**src/design/rts_ram.sv**
```systemverilog
// ----------------------------------------------------------------------------
// rts_ram
// Generic single-port-write, single-port-read RAM with registered read.
// ----------------------------------------------------------------------------
module rts_ram #(
	parameter int Width = 8,
	parameter int Depth = 32
) (
	input  logic                     clk,
	input  logic                     we,
	input  logic [$clog2(Depth)-1:0] waddr,
	input  logic [Width-1:0]         wdata,
	input  logic [$clog2(Depth)-1:0] raddr,
	output logic [Width-1:0]         rdata
);
	logic [Width-1:0] mem [Depth];

	always_ff @(posedge clk) begin
		if (we)
			mem[waddr] <= wdata;
		rdata <= mem[raddr];
	end
endmodule

```
**config.mk**
```make
export PLATFORM = sky130hd
export DESIGN_NAME = rts_ram
export DESIGN_NICKNAME = d
export VERILOG_FILES = /design/src/design/rts_ram.sv
export SDC_FILE = /design/constraint.sdc
export NUM_CORES = 1
export LEC_CHECK = 0
export BUFFER_PORTS_ARGS = -buffer_cell sky130_fd_sc_hd__buf_2
export CORE_MARGIN = 5
export CORE_UTILIZATION = 50
export DETAILED_ROUTE_END_ITERATION = 10
export PLACE_DENSITY = 0.66
export SLEW_MARGIN = 25
export SYNTH_ARGS = -nofsm -noshare
export SYNTH_HDL_FRONTEND = slang
export SYNTH_SLANG_ARGS = --single-unit
```
**constraint.sdc**
```tcl
create_clock -name clk -period 4.2 [get_ports clk]
set_clock_uncertainty 0.2 [all_clocks]
set_input_delay 0.21 -clock clk [delete_from_list [all_inputs] [get_ports clk]]
set_output_delay 0.21 -clock clk [all_outputs]
set_load 0.03 [all_outputs]
```
==> reports/qor.txt, run 1 <==
core region area -> 19700 sq um
Ant. Diodes -> 0
Peak supply drop -> 247 uV
via total after detailed routing -> 4427
number of cells traversed by the worst hold path -> 1
clock input transition at the sequential cells of the worst setup and hold paths -> 60 ps
largest cells by area after synthesis -> edfxtp_1, mux4_2, dfxtp_1
unrepaired setup endpoints after global routing -> false
number of instances in the synthesized netlist -> 417
initial antenna violation count -> 0
cell with the most instances after synthesis -> edfxtp_1
post-CTS repair timing setup buffer count -> 0
final-report max-slew violation count -> 0
synthesis-stage register bit count -> 264
Static Leak -> 0.00352 uW
cell at the root of the clock tree -> clkbuf_16
Detailed Route WL -> 20100 um
share of the clock period used by the worst path -> 52.2%
critical path fanouts, max -> 21
Synth top area share -> 76.5%
number of global-route vias before repair -> 4553
CTS tree -> yes
max-cap violation count -> 0
layout overhead on the synthesized area -> 12.7%
sequential element share of the synthesized area -> 78.1%
total grt overflow -> 0
status -> finished, final reports clean
worst-case reg-to-reg path depth -> 3
Longest Clk Path Bufs -> 3
maximum level of the CTS H-tree -> 1
final count of hold timing violations -> 0
Post-synth ARST share -> 0%
highest clock frequency the design can meet -> 456 MHz
startpoint class of the critical path -> primary input
top post-synthesis cells by count -> edfxtp_1, mux4_2, nor2_1
count of endpoints failing setup in the final report -> 0
Detailed Routing Iterations Pass 1 -> 5
post-synth top area cell -> edfxtp_1
share of cells above drive strength 1 -> 32.5%
worst-margin pin slew -> 1030 ps
number of warning messages in the yosys log -> 0
required time of the worst setup path -> 4400 ps
height of the die -> 152 um
initial core utilization -> 51.2%
pin count of the biggest net entering global routing -> 35
average instance area after synthesis -> 24.1 sq um
Netlist Area Pre-Place -> 10100 sq um
number of clock buffers inserted by TritonCTS -> 26
Pwr per Cell Area -> 490 nW/um^2
HPWL reported at the end of detailed placement -> 12500 um
Slew headroom -> 30.9%
min Tclk post-route -> 2190 ps
global-route wire length before repair -> 30600 um
Top Ports -> 28
nets in the synthesized netlist -> 437
commonest register cell after synthesis -> edfxtp_1
clock sinks -> 264
number of violations reported at the end of detailed-routing iteration 0 -> 447
number of enable-type register cells in the synthesized netlist -> 256
post-detailed-route count of antenna-violating nets -> 0
setup TNS -> 0 ps
Crit. End Element -> flop
number of unique standard cell types used by synthesis -> 15
gpl congestion -> 0.775
setup slack of the critical path after layout -> 2010 ps
Skew-Pair Late Insertion Delay -> 520 ps
Overall Global Routing Usage -> 17.6%
CP arrival -> 2390 ps
post-placement worst setup slack -> 1420 ps
Hold WC Path Type -> in2reg
DRC -> 0
total number of placement rows -> 51
detail-routed via count per cell -> 5.99
die area -> 23000 sq um
crit path kind -> in2reg
Horiz. Die Dim -> 152 um
fin nets -> 476
Avg WL per Cell -> 27.2 um
port bufs -> 27
## area by class of cell
class | instances | area, sq um
clock buffers | 31 | 691
clock inverters | 15 | 168
fillers | 1445 | 8320
multi-input cells | 133 | 2100
flip-flops and latches | 264 | 7850
well taps | 265 | 332
repair buffers | 31 | 195
## registers in the layout (all words and copies together) (netlist names)
signal  cells
mem       256
rdata       8
## power by group
group	total, uW	internal, uW	switching, uW
registers	2950	2930	15.8
clock network	2320	1410	913
logic	289	118	171
## cells by family (layout without fill, tap and decap cells)
group	Yosys count	in the layout	share of synthesized area, %
AND/OR/NAND/NOR	45	45	2.07
flip-flops	264	264	78.1
buffers and inverters	20	77	1.06
multiplexers	88	88	18.8
## repair_timing
item,in CTS,in global routing
hold buffers,1,0
endpoints found under the hold margin,8,0
gates resized for setup,0,0
## critical path, stage by stage
cell and delay (ps):
buf_4 370, buf_4 390, mux4_2 580, mux4_2 540
mux2_2 280
## cell usage in the layout (no fill, tap or decap), drive strengths merged, types with 2 or more instances in the layout
cell type / instances
clkbuf: 31
dfxtp: 8
nor2: 33
or3b: 3
mux2: 8
edfxtp: 256
clkinv: 11
buf: 30
nand3: 2
bufinv: 4
nand3b: 5
mux4: 80
## per-layer routing
| layer | up-vias | wire, um | track usage (%) |
|---|---|---|---|
| met1 | 2363 | 8870 | 27.7 |
| met2 | 170 | 9360 | 26.3 |
| li1 | 1861 | - | - |
| met4 | 0 | 430 | 4.58 |
| met5 | - | 0 | 0 |
| met3 | 33 | 1480 | 2.56 |
## per-stage QoR
stage	power [uW]	utilization [%]	instance area, sq um	hold slack (ps)	std cells
final	5550	57.7	11300	38.1	739
after global routing	5720	57.7	11300	51.6	739
after CTS	5600	57.7	11300	29.8	739
after detailed placement	3300	53.2	10500	450	692
after global placement	3290	53.2	10500	455	692
after floorplan	3170	-	10100	109	417
## path summary, 6_finish.rpt
| path | from | endpoint | slack [ps] |
|---|---|---|---|
| worst max register to register | mem[21][1] | rdata[1] | 2200 |
| worst min register to register | mem[31][6] | rdata[6] | 720 |
| worst max-delay path | raddr[0] | rdata[3] | 2010 |
| worst min-delay path | wdata[0] | mem[30][0] | 40 |
Power figures use the tool's default switching activity.
==> run 2, diff against run 1 <==
--- a/config.mk
+++ b/config.mk
@@ -5,6 +5,7 @@
 export SDC_FILE = /design/constraint.sdc
 export NUM_CORES = 1
 export LEC_CHECK = 0
+export ABC_AREA = 1
 export BUFFER_PORTS_ARGS = -buffer_cell sky130_fd_sc_hd__buf_2
 export CORE_MARGIN = 5
 export CORE_UTILIZATION = 50
==> constraint.sdc (replaced) <==
create_clock -name clk -period 2.15 [get_ports clk]
set_clock_uncertainty 0.2 [all_clocks]
set_input_delay 0.1075 -clock clk [delete_from_list [all_inputs] [get_ports clk]]
set_output_delay 0.1075 -clock clk [all_outputs]
set_load 0.03 [all_outputs]
==> run 2 against run 1 <==
Synthesized cell count rose by 120%. Worst setup slack got worse by 1800 ps. Power rose by 90%. Worst hold slack got worse by 13 ps. Flip-flop and latch count did not move. Combinational power rose to 2.5 times the previous value. Sequential share of layout area fell by 5.0 points. Final cell count rose by 73%. Non-clock buffer count rose by 55. Core utilization rose by 0.057 points. Critical endpoint is now mem[31][5].
==> reports/qor.txt, run 2 <==
status -> finished, final reports clean
post-route cell area -> 12200 sq um
Pwr per Cell Area -> 867 nW/um^2
count of endpoints failing setup in the final report -> 0
Post-synth ARST share -> 0%
global-route wire length before repair -> 38100 um
pin count of the biggest net entering global routing -> 129
number of violations reported at the end of detailed-routing iteration 0 -> 647
kind of cell adding the most delay to the critical path -> buffers and inverters
critical path fanouts, max -> 6
Overall Global Routing Usage -> 20.1%
most common library cell in the layout ignoring fill and taps -> nand2_1
post-synth top area cell -> edfxtp_1
biggest cell delay along the critical path -> 610 ps
Avg WL per Cell -> 19.1 um
height of the die -> 157 um
synthesis-stage register bit count -> 264
sum of internal, switching and leakage power -> 10600 uW
initial antenna violation count -> 0
crit path kind -> in2reg
largest registers in the final layout -> mem x256, rdata x8
initial core utilization -> 51.0%
Longest Clk Path Bufs -> 3
most used cells in the layout excluding fill and tap cells -> nand2_1, edfxtp_1, nand3_1, buf_4, nor2_1
gpl congestion -> 0.801
clock input transition at the sequential cells of the worst setup and hold paths -> 60 ps
Resized Gates After CTS -> 0
CTS tree -> yes
core region area -> 21200 sq um
Netlist Area Pre-Place -> 10800 sq um
via total after detailed routing -> 6899
Worst path most repeated cell -> dlygate4sd3_1
port bufs -> 27
Top Ports -> 28
Static Leak -> 0.00459 uW
max-cap violation count -> 0
Skew-Pair Late Insertion Delay -> 530 ps
share of cells above drive strength 1 -> 10.8%
highest clock frequency the design can meet -> 504 MHz
average instance area after synthesis -> 11.7 sq um
area of placed instances -> 11300 sq um
detail-routed via count per cell -> 5.39
required time of the worst setup path -> 2180 ps
cell with the most instances after synthesis -> nand2_1
number of unique standard cell types used by synthesis -> 12
core utilization of the finished layout -> 57.7%
largest cells by area after synthesis -> edfxtp_1, nand2_1, nand3_1
final-report max-slew violation count -> 0
number of instances in the synthesized netlist -> 922
top post-synthesis cells by count -> nand2_1, edfxtp_1, nand3_1
fin nets -> 1004
flip-flop count of the largest register after layout -> 256
DRC -> 0
maximum level of the CTS H-tree -> 1
Slew headroom -> 53.6%
share of the clock period used by the worst path -> 92.3%
cell at the root of the clock tree -> clkbuf_16
sequential element share of the synthesized area -> 72.8%
number of warning messages in the yosys log -> 0
Detailed Route WL -> 24400 um
die area -> 24600 sq um
unrepaired setup endpoints after global routing -> false
Hold WC Path Type -> in2reg
setup slack of the critical path after layout -> 165 ps
startpoint class of the critical path -> primary input
HPWL reported at the end of detailed placement -> 14100 um
Synth top area share -> 71.3%
Detailed Routing Iterations Pass 1 -> 7
post-detailed-route count of antenna-violating nets -> 0
layout overhead on the synthesized area -> 13.2%
CP arrival -> 2020 ps
nets in the synthesized netlist -> 942
clock sinks -> 264
worst-margin pin slew -> 696 ps
post-placement worst setup slack -> 409 ps
commonest register cell after synthesis -> edfxtp_1
total number of placement rows -> 53
post-CTS repair timing setup buffer count -> 0
Worst path slowest cell -> dlygate4sd3_1
number of enable-type register cells in the synthesized netlist -> 256
Peak supply drop -> 667 uV
number of global-route vias before repair -> 6533
number of clock buffers inserted by TritonCTS -> 26
register with the highest flop count -> mem
final count of hold timing violations -> 0
Ant. Diodes -> 0
Critical path buffers and inverters -> 4
setup TNS -> 0 ps
Horiz. Die Dim -> 157 um
ordered list of cells on the worst path -> dlygate4sd3_1 > buf_2 > nand3_1 > dlygate4sd3_1 > nor2_1 > buf_4
min Tclk post-route -> 1990 ps
Crit. End Element -> flop
total grt overflow -> 0
## run 2: final cells by class
| type | instances | area (sq um) |
|---|---|---|
| Inverter | 10 | 40.0 |
| Multi-Input combinational cell | 596 | 2490 |
| Sequential cell | 264 | 7850 |
| Timing Repair Buffer | 86 | 716 |
| Tap cell | 275 | 344 |
| Clock buffer | 35 | 706 |
| Fill cell | 1745 | 8940 |
| Clock inverter | 13 | 63.8 |
## run 2: path summary, 6_finish.rpt
kind	from	to	slack (ps)	cells past startpoint
worst max register to register	mem[23][0]	rdata[0]	320	9
worst min-delay path	raddr[2]	rdata[7]	30	7
worst min register to register	mem[18][4]	rdata[4]	600	8
worst max-delay path	waddr[2]	mem[31][5]	160	6
## run 2: what timing repair did
item	in CTS	in global routing
hold buffers	14	0
endpoints found under the setup margin	0	0
hold endpoints to repair	269	0
## run 2: stage by stage
| step | std cells | hold slack [ps] |
|---|---|---|
| after floorplan | 922 | 6.37 |
| after global placement | 1217 | 243 |
| after detailed placement | 1217 | 248 |
| after CTS | 1279 | 12.0 |
| after global routing | 1279 | 57.6 |
| final | 1279 | 25.2 |
## run 2: worst register-to-register path: stages (launching register included)
cell and delay [ps]:
edfxtp_1 360, nand2_1 70, nand3_1 100, nand3_1 110, nand2_1 100, nand2_1 70, nand2_1 70, nand2_1 50
dlygate4sd3_1 550, nand2_1 50
## run 2: logic make-up (layout without fill, tap and decap cells)
family / Yosys count / after routing / share of synthesized area [%]
simple gates: 596 / 596 / 23.1
flops: 264 / 264 / 72.8
buf+inv: 62 / 144 / 4.14
## run 2: layer usage
metal	global-route usage [%]	wire length, um	vias to the layer above
li1	-	-	3323
met1	30.0	10900	3335
met2	32.0	11600	213
met3	3.10	1470	28
met5	0	0	-
met4	3.97	394	0
## run 2: report_power, final
part,leakage (uW),internal [uW],switching (uW)
clock network,0.000381,2300,1800
logic,0.00183,211,522
registers,0.00237,5720,24.5
==> run 3, diff against run 2 <==
==> constraint.sdc (replaced) <==
create_clock -name clk -period 2.15 [get_ports clk]
set_clock_uncertainty 0.2 [all_clocks]
set_input_delay 0.43 -clock clk [delete_from_list [all_inputs] [get_ports clk]]
set_output_delay 0.43 -clock clk [all_outputs]
set_load 0.03 [all_outputs]
==> run 3 against run 2 <==
Via count up 1.2%. Non-clock buffer count rose by 3. Final cell count is 0.31% higher. Register-to-register slack gained 520 ps. Critical path depth down 5. First-iteration DRC count shrank 7.4%. Flip-flop and latch count unchanged. Clock power rose by 9.8%. Sequential power about the same. Sequential share of layout area decreased by 0.50 points. Global-route usage rose by 0.76 points.
==> reports/qor.txt, run 3 (synthesized netlist as in run 2, its figures left out) <==
Met3 Routed Length -> 1640 um
height of the die -> 157 um
detail-routed via count per cell -> 5.44
Resized Gates After CTS -> 0
worst-margin pin slew -> 701 ps
HPWL reported at the end of detailed placement -> 15200 um
final-report max-slew violation count -> 0
flip-flop count of the largest register after layout -> 256
Crit. End Element -> primary output
DRC -> 0
setup slack of the critical path after layout -> 373 ps
critical path fanouts, max -> 1
highest clock frequency the design can meet -> 563 MHz
CP arrival -> 1150 ps
CTS tree -> yes
most common library cell in the layout ignoring fill and taps -> nand2_1
cell at the root of the clock tree -> clkbuf_16
Peak supply drop -> 684 uV
total grt overflow -> 0
ordered list of cells on the worst path -> buf_2
status -> finished, final reports clean
kind of cell adding the most delay to the critical path -> flip-flops
# placed instances -> 1234
required time of the worst setup path -> 1520 ps
fin nets -> 1008
count of placed standard cells in the final layout, fillers left out -> 1283
Avg WL per Cell -> 19.8 um
Detailed Route WL -> 25500 um
hold path endpoint -> rdata[4]
layout overhead on the synthesized area -> 14.1%
clock sinks -> 264
via total after detailed routing -> 6979
CTS Hold Bufs -> 0
number of cells traversed by the worst hold path -> 3
Horiz. Die Dim -> 157 um
initial core utilization -> 51.0%
Ant. Diodes -> 0
met2 wire length -> 12200 um
post-detailed-route count of antenna-violating nets -> 0
number of violations reported at the end of detailed-routing iteration 0 -> 599
Critical path buffers and inverters -> 1
maximum level of the CTS H-tree -> 1
top routing layer in use -> met4
count of endpoints failing setup in the final report -> 0
Longest Clk Path Bufs -> 3
die area -> 24600 sq um
register with the highest flop count -> mem
Static Leak -> 0.00466 uW
gpl congestion -> 0.858
post-CTS repair timing setup buffer count -> 0
core region area -> 21200 sq um
setup TNS -> 0 ps
port bufs -> 27
Worst path slowest cell -> dfxtp_1
number of global-route vias before repair -> 6826
startpoint class of the critical path -> flop
initial antenna violation count -> 0
max-cap violation count -> 0
number of clock buffers inserted by TritonCTS -> 27
unrepaired setup endpoints after global routing -> false
final count of hold timing violations -> 0
Overall Global Routing Usage -> 20.9%
post-placement worst setup slack -> 219 ps
met1 layer wirelength in the final routing -> 10900 um
Hold WC Path Type -> in2reg
global-route wire length before repair -> 39200 um
pin count of the biggest net entering global routing -> 68
R2R Path End -> rdata[7]
share of cells above drive strength 1 -> 12.6%
largest registers in the final layout -> mem x256, rdata x8
clock input transition at the sequential cells of the worst setup and hold paths -> 60 ps
total number of placement rows -> 53
share of the clock period used by the worst path -> 82.7%
crit path kind -> reg2out
R2R Path Start -> mem[23][7]
Detailed Routing Iterations Pass 1 -> 5
Slew headroom -> 53.2%
Pwr per Cell Area -> 894 nW/um^2
worst min-delay path startpoint -> raddr[4]
register-to-register path setup slack -> 840 ps
biggest cell delay along the critical path -> 390 ps
Filler cells -> 1725
worst-case reg-to-reg path depth -> 8
sum of internal, switching and leakage power -> 11000 uW
most used cells in the layout excluding fill and tap cells -> nand2_1, edfxtp_1, nand3_1, buf_4, nor2_1
Skew-Pair Late Insertion Delay -> 530 ps
min Tclk post-route -> 1780 ps
Top Ports -> 28
## run 3: cell count changes in the layout (fill, tap and decap cells not counted), sizes merged
cell | before | now
clkinvlp | 0 | 1
dlygate4sd3 | 14 | 0
clkbuf | 35 | 31
buf | 72 | 89
bufinv | 0 | 3
clkinv | 12 | 13
## run 3: cell type report
| type | instances | area [sq um] | area share, % |
|---|---|---|---|
| sequential | 264 | 7850 | 63.8 |
| multi-input combinational | 596 | 2490 | 20.3 |
| timing repair buffer | 89 | 728 | 5.92 |
| clock buffer | 31 | 691 | 5.61 |
| tap | 275 | 344 | 2.80 |
| clock inverter | 18 | 163 | 1.32 |
| inverter | 10 | 40.0 | 0.325 |
## run 3: per-stage QoR
| stage | hold slack [ps] | instance area (sq um) | util (%) |
|---|---|---|---|
| 3_5_place_dp | 569 | 11500 | 54.1 |
| 6_report | 50.4 | 12300 | 58.2 |
| 2_1_floorplan | 329 | 10800 | - |
| 4_1_cts | 33.4 | 12300 | 58.2 |
| 3_3_place_gp | 559 | 11500 | 54.1 |
| 5_1_grt | 45.0 | 12300 | 58.2 |
## run 3: worst max-delay path by stage
stage | startpoint | to | slack (ps) | cells past startpoint
CTS | rdata[7] | rdata[7] | 380 | 1
global placement | raddr[0] | rdata[4] | 240 | 11
finish | rdata[7] | rdata[7] | 370 | 1
floorplan | waddr[0] | mem[0][0] | 490 | 3
global route | rdata[7] | rdata[7] | 360 | 1
detailed placement | raddr[0] | rdata[0] | 220 | 11
## run 3: per-layer routing
layer  GRT usage [%]  vias up
met5               0        -
met4            6.24        0
met3            3.04       45
met2            34.2      243
met1            29.4     3360
li1                -     3331
## run 3: report_power, final
| group | leakage [uW] | total (uW) | internal, uW | switching [uW] |
|---|---|---|---|---|
| Sequential | 0.00237 | 5750 | 5720 | 30.5 |
| Clock | 0.000416 | 4500 | 2650 | 1850 |
| Combinational | 0.00187 | 743 | 214 | 528 |
| Total | 0.00466 | 11000 | 8590 | 2410 |
